$ cat src/hw/rtl/pktm_pkg.sv
// Package for the parallel keyword token matcher.
// Holds the input function codes, register indexes and the lane status type.
// No dependencies.
package pktm_pkg;

  typedef enum logic [1:0] {
    FUNC_LOAD = 2'd0,
    FUNC_CHAR = 2'd1,
    FUNC_END  = 2'd2,
    FUNC_NONE = 2'd3
  } pktm_func_e;

  localparam int unsigned CfgIdxW = 2;
  localparam int unsigned CfgDataW = 32;

  localparam logic [CfgIdxW-1:0] REG_KEYWORD_COUNT   = 2'd0;
  localparam logic [CfgIdxW-1:0] REG_DELIMITER_COUNT = 2'd1;
  localparam logic [CfgIdxW-1:0] REG_DELIMITER_BYTES = 2'd2;

  localparam int unsigned MaxDelims = 4;

  typedef struct packed {
    logic drop;    // keyword byte differs from the character, or keyword ended
    logic at_end;  // keyword byte at the current position is zero
  } pktm_lane_st_t;

endpackage

$ cat src/hw/rtl/pktm_in_if.sv
// Input channel of the keyword token matcher: valid/ready plus one input word.
// Uses pktm_pkg for the function code type.
interface pktm_in_if;
  logic                   valid;
  logic                   ready;
  pktm_pkg::pktm_func_e   func;
  logic [7:0]             char_in;
  logic [3:0]             keyword_slot;
  logic [3:0]             char_position;

  modport source (output valid, func, char_in, keyword_slot, char_position, input ready);
  modport sink   (input valid, func, char_in, keyword_slot, char_position, output ready);
endinterface

$ cat src/hw/rtl/pktm_out_if.sv
// Result channel of the keyword token matcher: valid/ready plus one result word.
// No dependencies.
interface pktm_out_if;
  logic       valid;
  logic       ready;
  logic       match_found;
  logic [3:0] match_index;
  logic [4:0] token_length;
  logic       ended_by_delimiter;
  logic       token_overflow;

  modport source (output valid, match_found, match_index, token_length,
                  ended_by_delimiter, token_overflow, input ready);
  modport sink   (input valid, match_found, match_index, token_length,
                  ended_by_delimiter, token_overflow, output ready);
endinterface

$ cat src/hw/rtl/pktm_ram.sv
// Generic single-write, single-read RAM with registered read data.
// No dependencies.
module pktm_ram #(
  parameter int unsigned WIDTH = 8,
  parameter int unsigned DEPTH = 16
) (
  input  logic                                    clk_i,
  input  logic                                    we_i,
  input  logic [(DEPTH > 1 ? $clog2(DEPTH) : 1)-1:0] waddr_i,
  input  logic [WIDTH-1:0]                        wdata_i,
  input  logic [(DEPTH > 1 ? $clog2(DEPTH) : 1)-1:0] raddr_i,
  output logic [WIDTH-1:0]                        rdata_o
);

  logic [WIDTH-1:0] mem_q [DEPTH];
  logic [WIDTH-1:0] rdata_q;

  always_ff @(posedge clk_i) begin
    if (we_i) begin
      mem_q[waddr_i] <= wdata_i;
    end
    rdata_q <= mem_q[raddr_i];
  end

  assign rdata_o = rdata_q;

endmodule

$ cat src/hw/rtl/pktm_lane.sv
// One keyword row: its byte store and the compare against the current character.
// Depends on pktm_pkg and pktm_ram.
module pktm_lane #(
  parameter int unsigned KEYWORD_LEN = 16,
  localparam int unsigned AW = (KEYWORD_LEN > 1) ? $clog2(KEYWORD_LEN) : 1
) (
  input  logic                    clk_i,
  input  logic                    rst_ni,
  input  logic                    we_i,
  input  logic [AW-1:0]           waddr_i,
  input  logic [7:0]              wdata_i,
  input  logic [AW-1:0]           raddr_i,
  input  logic [7:0]              char_i,
  output pktm_pkg::pktm_lane_st_t status_o
);

  logic [7:0] ram_rdata;
  logic       byp_hit_q;
  logic [7:0] byp_data_q;
  logic [7:0] cur_byte;

  pktm_ram #(
    .WIDTH (8),
    .DEPTH (KEYWORD_LEN)
  ) u_ram (
    .clk_i   (clk_i),
    .we_i    (we_i),
    .waddr_i (waddr_i),
    .wdata_i (wdata_i),
    .raddr_i (raddr_i),
    .rdata_o (ram_rdata)
  );

  // write-through for a load that lands on the address being read
  always_ff @(posedge clk_i or negedge rst_ni) begin
    if (!rst_ni) begin
      byp_hit_q <= 1'b0;
    end else begin
      byp_hit_q <= we_i && (waddr_i == raddr_i);
    end
  end

  always_ff @(posedge clk_i) begin
    if (we_i) begin
      byp_data_q <= wdata_i;
    end
  end

  assign cur_byte        = byp_hit_q ? byp_data_q : ram_rdata;
  assign status_o.at_end = (cur_byte == 8'd0);
  assign status_o.drop   = (cur_byte == 8'd0) || (cur_byte != char_i);

endmodule

$ cat src/hw/rtl/parallel_keyword_token_matcher.sv
// Parallel keyword token matcher. Takes one word per cycle, back to back, while
// no result word waits at a stalled output: load words fill the keyword rows,
// stream characters are compared against every keyword row in the same cycle,
// and a delimiter or end-of-string word closes the token and produces one result
// word (highest equal keyword, length, overflow). From input acceptance to
// result valid, a word goes from the input register through one compare stage
// across all keyword lanes into the result register. The rate of one word per
// cycle is set by that single compare stage; each lane reads its row RAM one
// position ahead of the token. A result word still waiting at the output holds
// every input word in the input register until it is taken.
// No clearing pass after reset; keyword bytes must be loaded before use.
module parallel_keyword_token_matcher #(
  parameter int unsigned KEYWORDS    = 16,
  parameter int unsigned KEYWORD_LEN = 16,
  parameter int unsigned DELIMS      = 4
) (
  input  logic                          clk_i,
  input  logic                          rst_ni,
  input  logic                          cfg_we_i,
  input  logic [pktm_pkg::CfgIdxW-1:0]  cfg_idx_i,
  input  logic [pktm_pkg::CfgDataW-1:0] cfg_wdata_i,
  pktm_in_if.sink                       in_i,
  pktm_out_if.source                    out_o
);

  localparam int unsigned AW   = (KEYWORD_LEN > 1) ? $clog2(KEYWORD_LEN) : 1;
  localparam int unsigned PW   = $clog2(KEYWORD_LEN + 1);
  localparam int unsigned IW   = (KEYWORDS > 1) ? $clog2(KEYWORDS) : 1;
  localparam int unsigned NDEL = (DELIMS < pktm_pkg::MaxDelims) ? DELIMS : pktm_pkg::MaxDelims;

  // configuration
  logic [4:0]  kcnt_q;
  logic [2:0]  dcnt_q;
  logic [31:0] dbytes_q;

  always_ff @(posedge clk_i or negedge rst_ni) begin
    if (!rst_ni) begin
      kcnt_q   <= '0;
      dcnt_q   <= '0;
      dbytes_q <= '0;
    end else if (cfg_we_i) begin
      unique case (cfg_idx_i)
        pktm_pkg::REG_KEYWORD_COUNT:   kcnt_q   <= cfg_wdata_i[4:0];
        pktm_pkg::REG_DELIMITER_COUNT: dcnt_q   <= cfg_wdata_i[2:0];
        pktm_pkg::REG_DELIMITER_BYTES: dbytes_q <= cfg_wdata_i;
        default: ;
      endcase
    end
  end

  // input register
  logic                 in_valid_q;
  pktm_pkg::pktm_func_e func_q;
  logic [7:0]           char_q;
  logic [3:0]           slot_q;
  logic [3:0]           cpos_q;
  logic                 proc_fire;
  logic                 out_valid_q;

  assign proc_fire  = in_valid_q && (!out_valid_q || out_o.ready);
  assign in_i.ready = !in_valid_q || proc_fire;

  always_ff @(posedge clk_i or negedge rst_ni) begin
    if (!rst_ni) begin
      in_valid_q <= 1'b0;
    end else if (in_i.ready) begin
      in_valid_q <= in_i.valid;
    end
  end

  always_ff @(posedge clk_i) begin
    if (in_i.valid && in_i.ready) begin
      func_q <= in_i.func;
      char_q <= in_i.char_in;
      slot_q <= in_i.keyword_slot;
      cpos_q <= in_i.char_position;
    end
  end

  // token state
  logic [KEYWORDS-1:0] alive_q, alive_d;
  logic [PW-1:0]       pos_q, pos_d;
  logic                ovf_q, ovf_d;

  // keyword lanes
  pktm_pkg::pktm_lane_st_t lane_st [KEYWORDS];
  logic [KEYWORDS-1:0]     drop_vec;
  logic                    load_ok;

  assign load_ok = (32'(slot_q) < KEYWORDS) && (32'(cpos_q) < KEYWORD_LEN);

  for (genvar g = 0; g < KEYWORDS; g++) begin : g_lane
    pktm_lane #(
      .KEYWORD_LEN (KEYWORD_LEN)
    ) u_lane (
      .clk_i    (clk_i),
      .rst_ni   (rst_ni),
      .we_i     (proc_fire && (func_q == pktm_pkg::FUNC_LOAD) && load_ok &&
                 (32'(slot_q) == g)),
      .waddr_i  (AW'(cpos_q)),
      .wdata_i  (char_q),
      .raddr_i  (AW'(pos_d)),
      .char_i   (char_q),
      .status_o (lane_st[g])
    );
    assign drop_vec[g] = lane_st[g].drop;
  end

  // delimiter test
  logic is_delim;
  always_comb begin
    is_delim = 1'b0;
    for (int k = 0; k < pktm_pkg::MaxDelims; k++) begin
      if ((k < NDEL) && (3'(k) < dcnt_q) && (dbytes_q[8*k +: 8] == char_q)) begin
        is_delim = 1'b1;
      end
    end
  end

  // close-token search
  logic                len_full;
  logic [KEYWORDS-1:0] hit;
  logic [IW-1:0]       hit_idx;
  logic                found;

  assign len_full = (32'(pos_q) >= KEYWORD_LEN);

  always_comb begin
    hit_idx = '0;
    for (int k = 0; k < KEYWORDS; k++) begin
      hit[k] = (32'(kcnt_q) > k) && alive_q[k] && (len_full || lane_st[k].at_end);
      if (hit[k]) begin
        hit_idx = IW'(k);
      end
    end
  end

  assign found = !ovf_q && (pos_q != '0) && (|hit);

  logic do_close, do_adv, close_delim;
  assign close_delim = (func_q == pktm_pkg::FUNC_CHAR) && is_delim;
  assign do_close    = proc_fire && (close_delim || (func_q == pktm_pkg::FUNC_END));
  assign do_adv      = proc_fire && (func_q == pktm_pkg::FUNC_CHAR) && !is_delim;

  always_comb begin
    alive_d = alive_q;
    pos_d   = pos_q;
    ovf_d   = ovf_q;
    priority if (do_close) begin
      alive_d = '1;
      pos_d   = '0;
      ovf_d   = 1'b0;
    end else if (do_adv) begin
      if (len_full) begin
        ovf_d   = 1'b1;
        alive_d = '0;
      end else begin
        alive_d = alive_q & ~drop_vec;
        pos_d   = pos_q + PW'(1);
      end
    end
  end

  always_ff @(posedge clk_i or negedge rst_ni) begin
    if (!rst_ni) begin
      alive_q <= '1;
      pos_q   <= '0;
      ovf_q   <= 1'b0;
    end else begin
      alive_q <= alive_d;
      pos_q   <= pos_d;
      ovf_q   <= ovf_d;
    end
  end

  // result register
  logic       out_found_q;
  logic [3:0] out_idx_q;
  logic [4:0] out_len_q;
  logic       out_delim_q;
  logic       out_ovf_q;

  always_ff @(posedge clk_i or negedge rst_ni) begin
    if (!rst_ni) begin
      out_valid_q <= 1'b0;
    end else if (do_close) begin
      out_valid_q <= 1'b1;
    end else if (out_o.ready) begin
      out_valid_q <= 1'b0;
    end
  end

  always_ff @(posedge clk_i) begin
    if (do_close) begin
      out_found_q <= found;
      out_idx_q   <= found ? 4'(hit_idx) : 4'd0;
      out_len_q   <= 5'(pos_q);
      out_delim_q <= close_delim;
      out_ovf_q   <= ovf_q;
    end
  end

  assign out_o.valid              = out_valid_q;
  assign out_o.match_found        = out_found_q;
  assign out_o.match_index        = out_idx_q;
  assign out_o.token_length       = out_len_q;
  assign out_o.ended_by_delimiter = out_delim_q;
  assign out_o.token_overflow     = out_ovf_q;

  // checks
  a_pos_range: assert property (@(posedge clk_i) disable iff (!rst_ni)
    32'(pos_q) <= KEYWORD_LEN)
    else $error("token position beyond keyword length");

  a_ovf_kills: assert property (@(posedge clk_i) disable iff (!rst_ni)
    ovf_q |-> (alive_q == '0))
    else $error("keyword still alive after overflow");

  a_close_clears: assert property (@(posedge clk_i) disable iff (!rst_ni)
    do_close |=> (pos_q == '0) && !ovf_q && out_valid_q)
    else $error("token state not cleared on close");

  a_ovf_no_match: assert property (@(posedge clk_i) disable iff (!rst_ni)
    (out_valid_q && out_ovf_q) |-> !out_found_q)
    else $error("match reported for an overflowed token");

endmodule
$ cat src/flat_wrapper.sv
// flat-port wrapper written by rule: the top's interface ports become plain ports
module parallel_keyword_token_matcher_flat 
#(
  parameter int unsigned KEYWORDS    = 16,
  parameter int unsigned KEYWORD_LEN = 16,
  parameter int unsigned DELIMS      = 4
)
  (clk_i, rst_ni, cfg_we_i, cfg_idx_i, cfg_wdata_i, in_i_valid, in_i_func, in_i_char_in, in_i_keyword_slot, in_i_char_position, in_i_ready, out_o_valid, out_o_match_found, out_o_match_index, out_o_token_length, out_o_ended_by_delimiter, out_o_token_overflow, out_o_ready);
  pktm_in_if in_i_i ();
  pktm_out_if out_o_i ();
  input  logic clk_i;
  input  logic rst_ni;
  input  logic cfg_we_i;
  input  logic [pktm_pkg::CfgIdxW-1:0] cfg_idx_i;
  input  logic [pktm_pkg::CfgDataW-1:0] cfg_wdata_i;
  input wire logic [$bits(in_i_i.valid)-1:0] in_i_valid;
  input wire logic [$bits(in_i_i.func)-1:0] in_i_func;
  input wire logic [$bits(in_i_i.char_in)-1:0] in_i_char_in;
  input wire logic [$bits(in_i_i.keyword_slot)-1:0] in_i_keyword_slot;
  input wire logic [$bits(in_i_i.char_position)-1:0] in_i_char_position;
  output wire logic [$bits(in_i_i.ready)-1:0] in_i_ready;
  output wire logic [$bits(out_o_i.valid)-1:0] out_o_valid;
  output wire logic [$bits(out_o_i.match_found)-1:0] out_o_match_found;
  output wire logic [$bits(out_o_i.match_index)-1:0] out_o_match_index;
  output wire logic [$bits(out_o_i.token_length)-1:0] out_o_token_length;
  output wire logic [$bits(out_o_i.ended_by_delimiter)-1:0] out_o_ended_by_delimiter;
  output wire logic [$bits(out_o_i.token_overflow)-1:0] out_o_token_overflow;
  input wire logic [$bits(out_o_i.ready)-1:0] out_o_ready;
  assign in_i_i.valid = in_i_valid;
  assign in_i_i.func = in_i_func;
  assign in_i_i.char_in = in_i_char_in;
  assign in_i_i.keyword_slot = in_i_keyword_slot;
  assign in_i_i.char_position = in_i_char_position;
  assign in_i_ready = in_i_i.ready;
  assign out_o_valid = out_o_i.valid;
  assign out_o_match_found = out_o_i.match_found;
  assign out_o_match_index = out_o_i.match_index;
  assign out_o_token_length = out_o_i.token_length;
  assign out_o_ended_by_delimiter = out_o_i.ended_by_delimiter;
  assign out_o_token_overflow = out_o_i.token_overflow;
  assign out_o_i.ready = out_o_ready;
  parallel_keyword_token_matcher #(.KEYWORDS(KEYWORDS), .KEYWORD_LEN(KEYWORD_LEN), .DELIMS(DELIMS)) u_core (.clk_i(clk_i), .rst_ni(rst_ni), .cfg_we_i(cfg_we_i), .cfg_idx_i(cfg_idx_i), .cfg_wdata_i(cfg_wdata_i), .in_i(in_i_i), .out_o(out_o_i));
endmodule
$ cat config.mk
export PLATFORM = sky130hd
export DESIGN_NAME = parallel_keyword_token_matcher_flat
export DESIGN_NICKNAME = d
export VERILOG_FILES = /design/src/hw/rtl/pktm_pkg.sv /design/src/hw/rtl/pktm_in_if.sv /design/src/hw/rtl/pktm_out_if.sv /design/src/hw/rtl/pktm_ram.sv /design/src/hw/rtl/pktm_lane.sv /design/src/hw/rtl/parallel_keyword_token_matcher.sv /design/src/flat_wrapper.sv
export SDC_FILE = /design/constraint.sdc
export NUM_CORES = 2
export LEC_CHECK = 0
export ABC_AREA = 1
export BUFFER_PORTS_ARGS = -buffer_cell sky130_fd_sc_hd__buf_2
export CORE_MARGIN = 8
export CORE_UTILIZATION = 45
export CTS_CLUSTER_DIAMETER = 150
export CTS_CLUSTER_SIZE = 28
export DETAILED_ROUTE_END_ITERATION = 10
export PLACE_DENSITY_LB_ADDON = 0.25
export SYNTH_ARGS = -nofsm -noshare
export SYNTH_HDL_FRONTEND = slang
export SYNTH_SLANG_ARGS = --single-unit
$ cat constraint.sdc
create_clock -name clk_i -period 7.7 [get_ports clk_i]
set_clock_uncertainty 0.05 [all_clocks]
set_input_delay 1.54 -clock clk_i [delete_from_list [all_inputs] [get_ports clk_i]]
set_output_delay 1.54 -clock clk_i [all_outputs]
set_load 0.01 [all_outputs]
* Yosys cells after proc, flatten, opt, wreduce, memory -nomap -nowiden *
Memory sizes are Yosys's and may differ from the RTL's. A register that Yosys moved wholly into a read port is not among the register bits.
Cells that the tools add are included.

word-level totals
  memories = 16
  flip-flop bits (word level) = 238
  word-level logic and storage cells = 354
  RAM bits = 2,048
  output and inout port bits = 14

cells by class
  multiplexer cells = 78
  bitwise logic cells = 2
  reduce and logical (&&, ||, !) cells = 145
  magnitude comparators = 21
  add/subtract/negate cells = 1
  equal/unequal tests = 41

memories
  memory                                depth  bits a word  rd ports  clocked after memory_dff  write ports  RTL line        source
  u_core.g_lane[0].u_lane.u_ram.mem_q   16     8            1         1                         1            pktm_ram.sv:15  logic [WIDTH-1:0] mem_q [DEPTH];
  u_core.g_lane[10].u_lane.u_ram.mem_q  16     8            1         1                         1            pktm_ram.sv:15
  u_core.g_lane[11].u_lane.u_ram.mem_q  16     8            1         1                         1            pktm_ram.sv:15
  u_core.g_lane[12].u_lane.u_ram.mem_q  16     8            1         1                         1            pktm_ram.sv:15
  u_core.g_lane[13].u_lane.u_ram.mem_q  16     8            1         1                         1            pktm_ram.sv:15
  u_core.g_lane[14].u_lane.u_ram.mem_q  16     8            1         1                         1            pktm_ram.sv:15
  10 more memories                      --     --           --        --                        --           --

operator list
  operator              number
  $logic_not A8 Y1      16
  $mux W8               16
  $ne A8 B8 Y1          16
  $logic_and A1 B1 Y1   77
  $mux W4               14
  $mux W16              3
  $mux W1               42
  $gt A5 B4 Y1 const B  8
  $logic_or A1 B1 Y1    35
  $eq A4 B4 Y1 const B  8
  $eq A8 B8 Y1          4
  $gt A5 B3 Y1 const B  4
  $and A16 B16 Y16      1
  $eq A4 B3 Y1 const B  4
  $not A16 Y16          1
  $reduce_or A16 Y1     1
  $mux W5               3
  $gt A5 B1 Y1 const B  2
  $gt A5 B2 Y1 const B  2
  $reduce_and A2 Y1     5
  $eq A4 B2 Y1 const B  2
  $lt A1 B3 Y1 const A  2
  $lt A2 B3 Y1 const A  2
  $reduce_bool A2 Y1    3
  other kinds (11)      17

* Longest topological paths before layout *
  word-level depth = 19
  mapped depth = 22

* Cells and area by module *
From an unflattened synthesis, not the netlist that was laid out.

second synthesis, totals
  cells, all modules = 10,936
  area total of the unflattened synthesis = 108,181.3 sq um

modules (own cells, without submodules)
  module                          cells an instance  area each (sq um)  instances
  pktm_ram                        551                5,766.8            16
  pktm_lane                       103                709.4              16
  parallel_keyword_token_matcher  472                4,561.9            1

* Worst setup path before layout *
No wires, ideal clock.

  kind = register to register
  start point = register u_core.char_q[4]
  end point = register u_core.g_lane[0].u_lane.u_ram.rdata_q[0] (read register of u_core.g_lane[0].u_lane.u_ram.mem_q)
  setup slack = 1.682 ns
  period minus slack after synthesis = 6.018 ns
  arrival = 5.910 ns
  setup time = 0.058 ns
  path buffers = 3
  cell stages (with the launch flop) = 16
  cell sequence = edfxtp_1 > buf_2 > xnor2_1 > nand3_1 > or2_1 > o21ai_2 > o21ai_1 > nand2_1 > nand2_4 > inv_4 > nor2_2 > inv_2 > buf_2 > buf_1 > nand3_1 > nand2_1

between the ends
  word-level cells in the longest chain between the ends = 10
  elaborated cells on any way between the ends = 19
  classes of those cells = eq/ne: 4; mux: 6; reduce/logical: 9

ends and longest elaborated chain
  item                       RTL line                               source
  from (decl)                parallel_keyword_token_matcher.sv:54   logic [7:0] char_q;
  from (signal assigned)     parallel_keyword_token_matcher.sv:74   char_q <= in_i.char_in;
  $eq A8 B8 Y1               parallel_keyword_token_matcher.sv:114  if ((k < NDEL) && (3'(k) < dcnt_q) && (dbytes_q[8*k +: 8] == char_q)) begin
  $logic_and A1 B1 Y1        parallel_keyword_token_matcher.sv:114
  $mux W1 (3 in a row)       parallel_keyword_token_matcher.sv:114
  $mux W1 *                  parallel_keyword_token_matcher.sv:114
  $logic_and A1 B1 Y1 *      parallel_keyword_token_matcher.sv:141  assign close_delim = (func_q == pktm_pkg::FUNC_CHAR) && is_delim;
  $logic_or A1 B1 Y1 *       parallel_keyword_token_matcher.sv:142  assign do_close = proc_fire && (close_delim || (func_q == pktm_pkg::FUNC_END));
  $logic_and A1 B1 Y1 *      parallel_keyword_token_matcher.sv:142
  named net u_core.do_close  parallel_keyword_token_matcher.sv:140  logic do_close, do_adv, close_delim;
  $mux W5 *                  parallel_keyword_token_matcher.sv:149  priority if (do_close) begin
  to (decl)                  pktm_ram.sv:16                         logic [WIDTH-1:0] rdata_q;

Mark *: on every way through the listed nets, which the timed path passes. The rest lies on a longest branch. The select of a mux whose other input is x is not followed.
A chain may end at the register's enable or synchronous reset.

* Worst setup path after layout *
  start point = register u_core.char_q[4]
  end point = register u_core.g_lane[13].u_lane.u_ram.rdata_q[7] (read register of u_core.g_lane[13].u_lane.u_ram.mem_q)

between the ends
  word-level cells in the longest chain between the ends = 10
  elaborated cells on any way between the ends = 19
  classes of those cells = eq/ne: 4; mux: 6; reduce/logical: 9

ends and longest elaborated chain
  item                       RTL line
  $eq A8 B8 Y1               parallel_keyword_token_matcher.sv:114
  $logic_and A1 B1 Y1        parallel_keyword_token_matcher.sv:114
  $mux W1 (3 in a row)       parallel_keyword_token_matcher.sv:114
  $mux W1 *                  parallel_keyword_token_matcher.sv:114
  $logic_and A1 B1 Y1 *      parallel_keyword_token_matcher.sv:141
  $logic_or A1 B1 Y1 *       parallel_keyword_token_matcher.sv:142
  $logic_and A1 B1 Y1 *      parallel_keyword_token_matcher.sv:142
  named net u_core.do_close  parallel_keyword_token_matcher.sv:140
  $mux W5 *                  parallel_keyword_token_matcher.sv:149
  to (decl)                  pktm_ram.sv:16

Marks and branches as above.

==> results.py <==
metrics = {
    "power": {
        "vdd_drop_max_v": 0.000259,
        "p_per_area_nw_per_um2": 262,
        "finalPower_mw": 28.9,
        "cellLeakagePower_nw": 42.0,
    },
    "timing": {
        "whs_ns": 0.421,
        "hold_viol_final": 0,
        "fmax_mhz": 160,
        "slew_headroom_pct": 7.16,
        "tightestPinTransition_ns": 1.38,
        "setup_tns_ns": 0,
        "rsz0062_at_grt": "no",
        "slew_viol_final": 0,
        "timing.final.crit_share_pct": 81.3,
        "finalSetupViolCount": 0,
        "post-route-min-period_ns": 6.26,
    },
    "grt": {
        "grt.total_usage_pct": 23.1,
        "grt_pass1_vias": 66000,
        "grt_max_degree": 223,
        "grt_antenna_before_repair": 10,
        "grt_overflow_total": 0,
        "grt_first_pass_wirelength_um": 441000,
    },
    "die": {
        "core_area_um2": 232000,
        "fp.dieH_um": 499,
        "rows": 177,
        "dieWidth_um": 499,
        "ios": 71,
        "start_util_pct": 45.2,
        "die_area_um2": 249000,
    },
    "synth": {
        "yosysWarnings": 0,
        "synthFlopType": "edfxtp_1",
        "postSynthAreaPerCell_um2": 11.2,
        "synth.top_cell.area_share_pct": 63.1,
        "synthesis.area_um2": 105000,
        "yosysMostFrequentCell": "edfxtp_1",
        "yosys-top-cells-count": "edfxtp_1 (2206), nand3_1 (1776), nand2_1 (1580)",
        "ys_async_sr_fraction_pct": 3.31,
        "synth-edff-count": 2206,
        "yosysTopAreaCell": "edfxtp_1",
        "syn-instance-count": 9396,
        "ys_ff_latch": 2414,
        "yosysSeqAreaShare_pct": 67.5,
        "synth_area_leaders": "edfxtp_1 (63%), nand3_1 (8.5%), nand3b_1 (6.4%), nand2_1 (5.7%), inv_1 (4.5%)",
        "synth.distinct_cells": 50,
        "syn-num-nets": 9455,
    },
    "clocking": {
        "cts-resized-gates": 0,
        "worstSkewPairLatency_ns": 0.79,
        "clock-sinks": 2414,
        "cts_tree": "done",
        "ctsHoldBuffers": 0,
        "path_clk_slew_ns": 0.12,
        "h-tree-depth": 3,
        "cts-buffers-inserted": 96,
        "cts_buffer_depth": 3,
        "cts_setup_buffers": 0,
        "cts-root-buf": "clkbuf_16",
    },
    "routing": {
        "top_layer": "met5",
        "ant_nets": 0,
        "wl_met3_um": 21700,
        "remaining_drc_errors": 0,
        "vias": 68800,
        "via_per_inst": 5.63,
        "drt-total-wl_um": 299000,
        "dr.pass1.iters": 6,
        "wl_per_cell_um": 24.5,
        "met1Wirelength_um": 126000,
        "wl_met2_um": 139000,
        "drt_iter0_markers": 8261,
    },
    "worst_setup_path": {
        "critical_path.top_delay_family": "simple AND/OR/NAND/NOR gates",
        "cp.arrival_ns": 6.92,
        "worst_setup_path_start_kind": "flip-flop",
        "cp_max_fo": 213,
        "path_cells": "xor2_1, nor3_1, nand3_1, o21ai_2, o21ai_1, nand2_1, nand2_8, inv_4, nor2_8, buf_12, buf_4, nand3_1, nand3_1, nand3_1, nand2_1",
        "required_ns": 8.37,
        "cp_common_cell": "nand3_1",
        "reg2reg_slack_ns": 1.44,
        "worstReg2RegStart": "u_core.char_q[4]$_DFFE_PP_",
        "slowest_delay_ns": 1.02,
        "worst-path-buf-inv": 3,
        "reg2reg_depth": 15,
        "critPathSlowestCell": "edfxtp_1",
        "reg2reg_to": "u_core.g_lane[13].u_lane.u_ram.rdata_o[7]$_DFF_P_",
        "end_kind": "flip-flop",
        "critPathKind": "flip-flop to flip-flop",
    },
    "worst_hold_path": {
        "hold_class": "flip-flop to flip-flop",
        "whs_path_depth": 2,
        "min_to": "u_core.alive_q[1]$_DFFE_PN1P_",
        "hp-start": "u_core.alive_q[1]$_DFFE_PN1P_",
    },
    "job": {
        "maxCapViolCount": 0,
    },
    "status": {
        "status": "finished, final reports clean",
    },
    "finish": {
        "final_layout_size_suffix_gt1_share_pct": 4.37,
        "final_cells": 12200,
        "nets": 9132,
        "areaGrowthSynthToFinish_pct": 5.21,
    },
    "placed_design": {
        "port_buffers": 70,
        "place_congestion": 0.884,
        "dp_cells": 12000,
        "dpl.hpwl_um": 170000,
    },
}
-- worst reg2reg max path, delay by kind of cell (launching register included) --
family	cells	cell delay (ns)
AO/OA/AOI/OAI	2	0.42
XOR/XNOR	1	0.26
buffers and inverters	3	2.14
flip-flops	1	1.02
AND/OR/NAND/NOR	9	2.32
-- metal layers --
metal	up-vias	GRT usage, %
li1	31200	-
met1	34400	32.4
met2	2776	37.1
met3	467	3.06
met4	2	8.51
met5	-	0
-- cell type report --
cell class                      instances  area, um2
Inverter                             1283       4840
Clock inverter                          4       63.8
Timing Repair Buffer                  176       1450
Clock buffer                          175       2740
Fill cell                           20900     122000
Multi-Input combinational cell       5102      26600
Antenna cell                           17       42.5
Sequential cell                      2414      70800
Tap cell                             3043       3810
-- registers in the layout, summed over array words and instances (netlist names) --
signal,count
u_core.g_lane.u_lane.u_ram.mem_q,2048
u_core.g_lane.u_lane.byp_data_q,128
u_core.g_lane.u_lane.u_ram.rdata_o,128
u_core.dbytes_q,32
u_core.alive_q,16
u_core.g_lane.u_lane.byp_hit_q,16
u_core.char_q,8
u_core.kcnt_q,5
u_core.out_o.token_length,5
u_core.pos_q,5
u_core.cpos_q,4
u_core.out_o.match_index,4
u_core.slot_q,4
u_core.dcnt_q,3
u_core.func_q,2
u_core.in_valid_q,1
u_core.out_o.ended_by_delimiter,1
u_core.out_o.match_found,1
u_core.out_o.token_overflow,1
u_core.out_o.valid,1
u_core.ovf_q,1
-- worst max path at each step --
| stage | startpoint | end | slack (ns) | depth (start not counted) |
|---|---|---|---|---|
| 5_1_grt | u_core.char_q[4]$_DFFE_PP_ | u_core.g_lane[13].u_lane.u_ram.rdata_o[7]$_DFF_P_ | 1.10 | 15 |
| 4_1_cts | u_core.char_q[4]$_DFFE_PP_ | u_core.g_lane[4].u_lane.u_ram.rdata_o[6]$_DFF_P_ | 1.48 | 15 |
| 3_5_place_dp | out_o_ready | u_core.g_lane[4].u_lane.u_ram.rdata_o[6]$_DFF_P_ | 1.21 | 14 |
| 3_3_place_gp | out_o_ready | u_core.g_lane[4].u_lane.u_ram.rdata_o[3]$_DFF_P_ | 1.34 | 14 |
| 6_report | u_core.char_q[4]$_DFFE_PP_ | u_core.g_lane[13].u_lane.u_ram.rdata_o[7]$_DFF_P_ | 1.44 | 15 |
| 2_1_floorplan | u_core.char_q[4]$_DFFE_PP_ | u_core.g_lane[0].u_lane.u_ram.rdata_o[0]$_DFF_P_ | 1.68 | 15 |
-- kinds of logic (layout without fill, tap and decap cells) --
logic type | after synthesis | after routing | share of synthesized area (%)
DFF | 2414 | 2414 | 67.5
muxes | 70 | 70 | 0.735
buffers and inverters | 1880 | 1638 | 7.25
other | 0 | 17 | 0
and+or+nand+nor | 4701 | 4701 | 22.4
AOI/OAI and AO/OA | 195 | 195 | 0.968
xor gates and xnor gates | 134 | 134 | 1.12
adders and majority gates | 2 | 2 | 0.0238
-- power breakdown --
group / total (mW) / internal [mW] / switching [mW]
Combinational: 7.38 / 2.06 / 5.32
Sequential: 15.1 / 14.8 / 0.333
Clock: 6.47 / 2.46 / 4.01
Total: 28.9 / 19.3 / 9.65
-- layout by cell type, fill, tap and decap left out, types with 18 or more instances in the layout --
| cell | count |
|---|---|
| buf_2 | 69 |
| xor2_1 | 125 |
| edfxtp_1 | 2206 |
| o21ai_0 | 157 |
| dfrtp_1 | 64 |
| nor2_1 | 350 |
| nor3_1 | 22 |
| nor4_1 | 21 |
| dfxtp_1 | 128 |
| nand4_1 | 19 |
| buf_12 | 24 |
| nand3_1 | 1775 |
| clkbuf_16 | 98 |
| buf_4 | 83 |
| inv_1 | 1264 |
| nand2_1 | 1564 |
| a21oi_1 | 18 |
| mux2_2 | 56 |
| nand3b_1 | 897 |
| clkbuf_1 | 77 |
-- stage by stage --
| stage | util [%] | cell area (um2) | setup slack [ns] |
|---|---|---|---|
| CTS | 47.5 | 110000 | 1.48 |
| global route | 47.5 | 110000 | 1.10 |
| global placement | 46.3 | 108000 | 1.34 |
| floorplan | - | 105000 | 1.68 |
| detailed placement | 46.3 | 108000 | 1.21 |
| finish | 47.5 | 110000 | 1.44 |
Power figures use the tool's default switching activity.
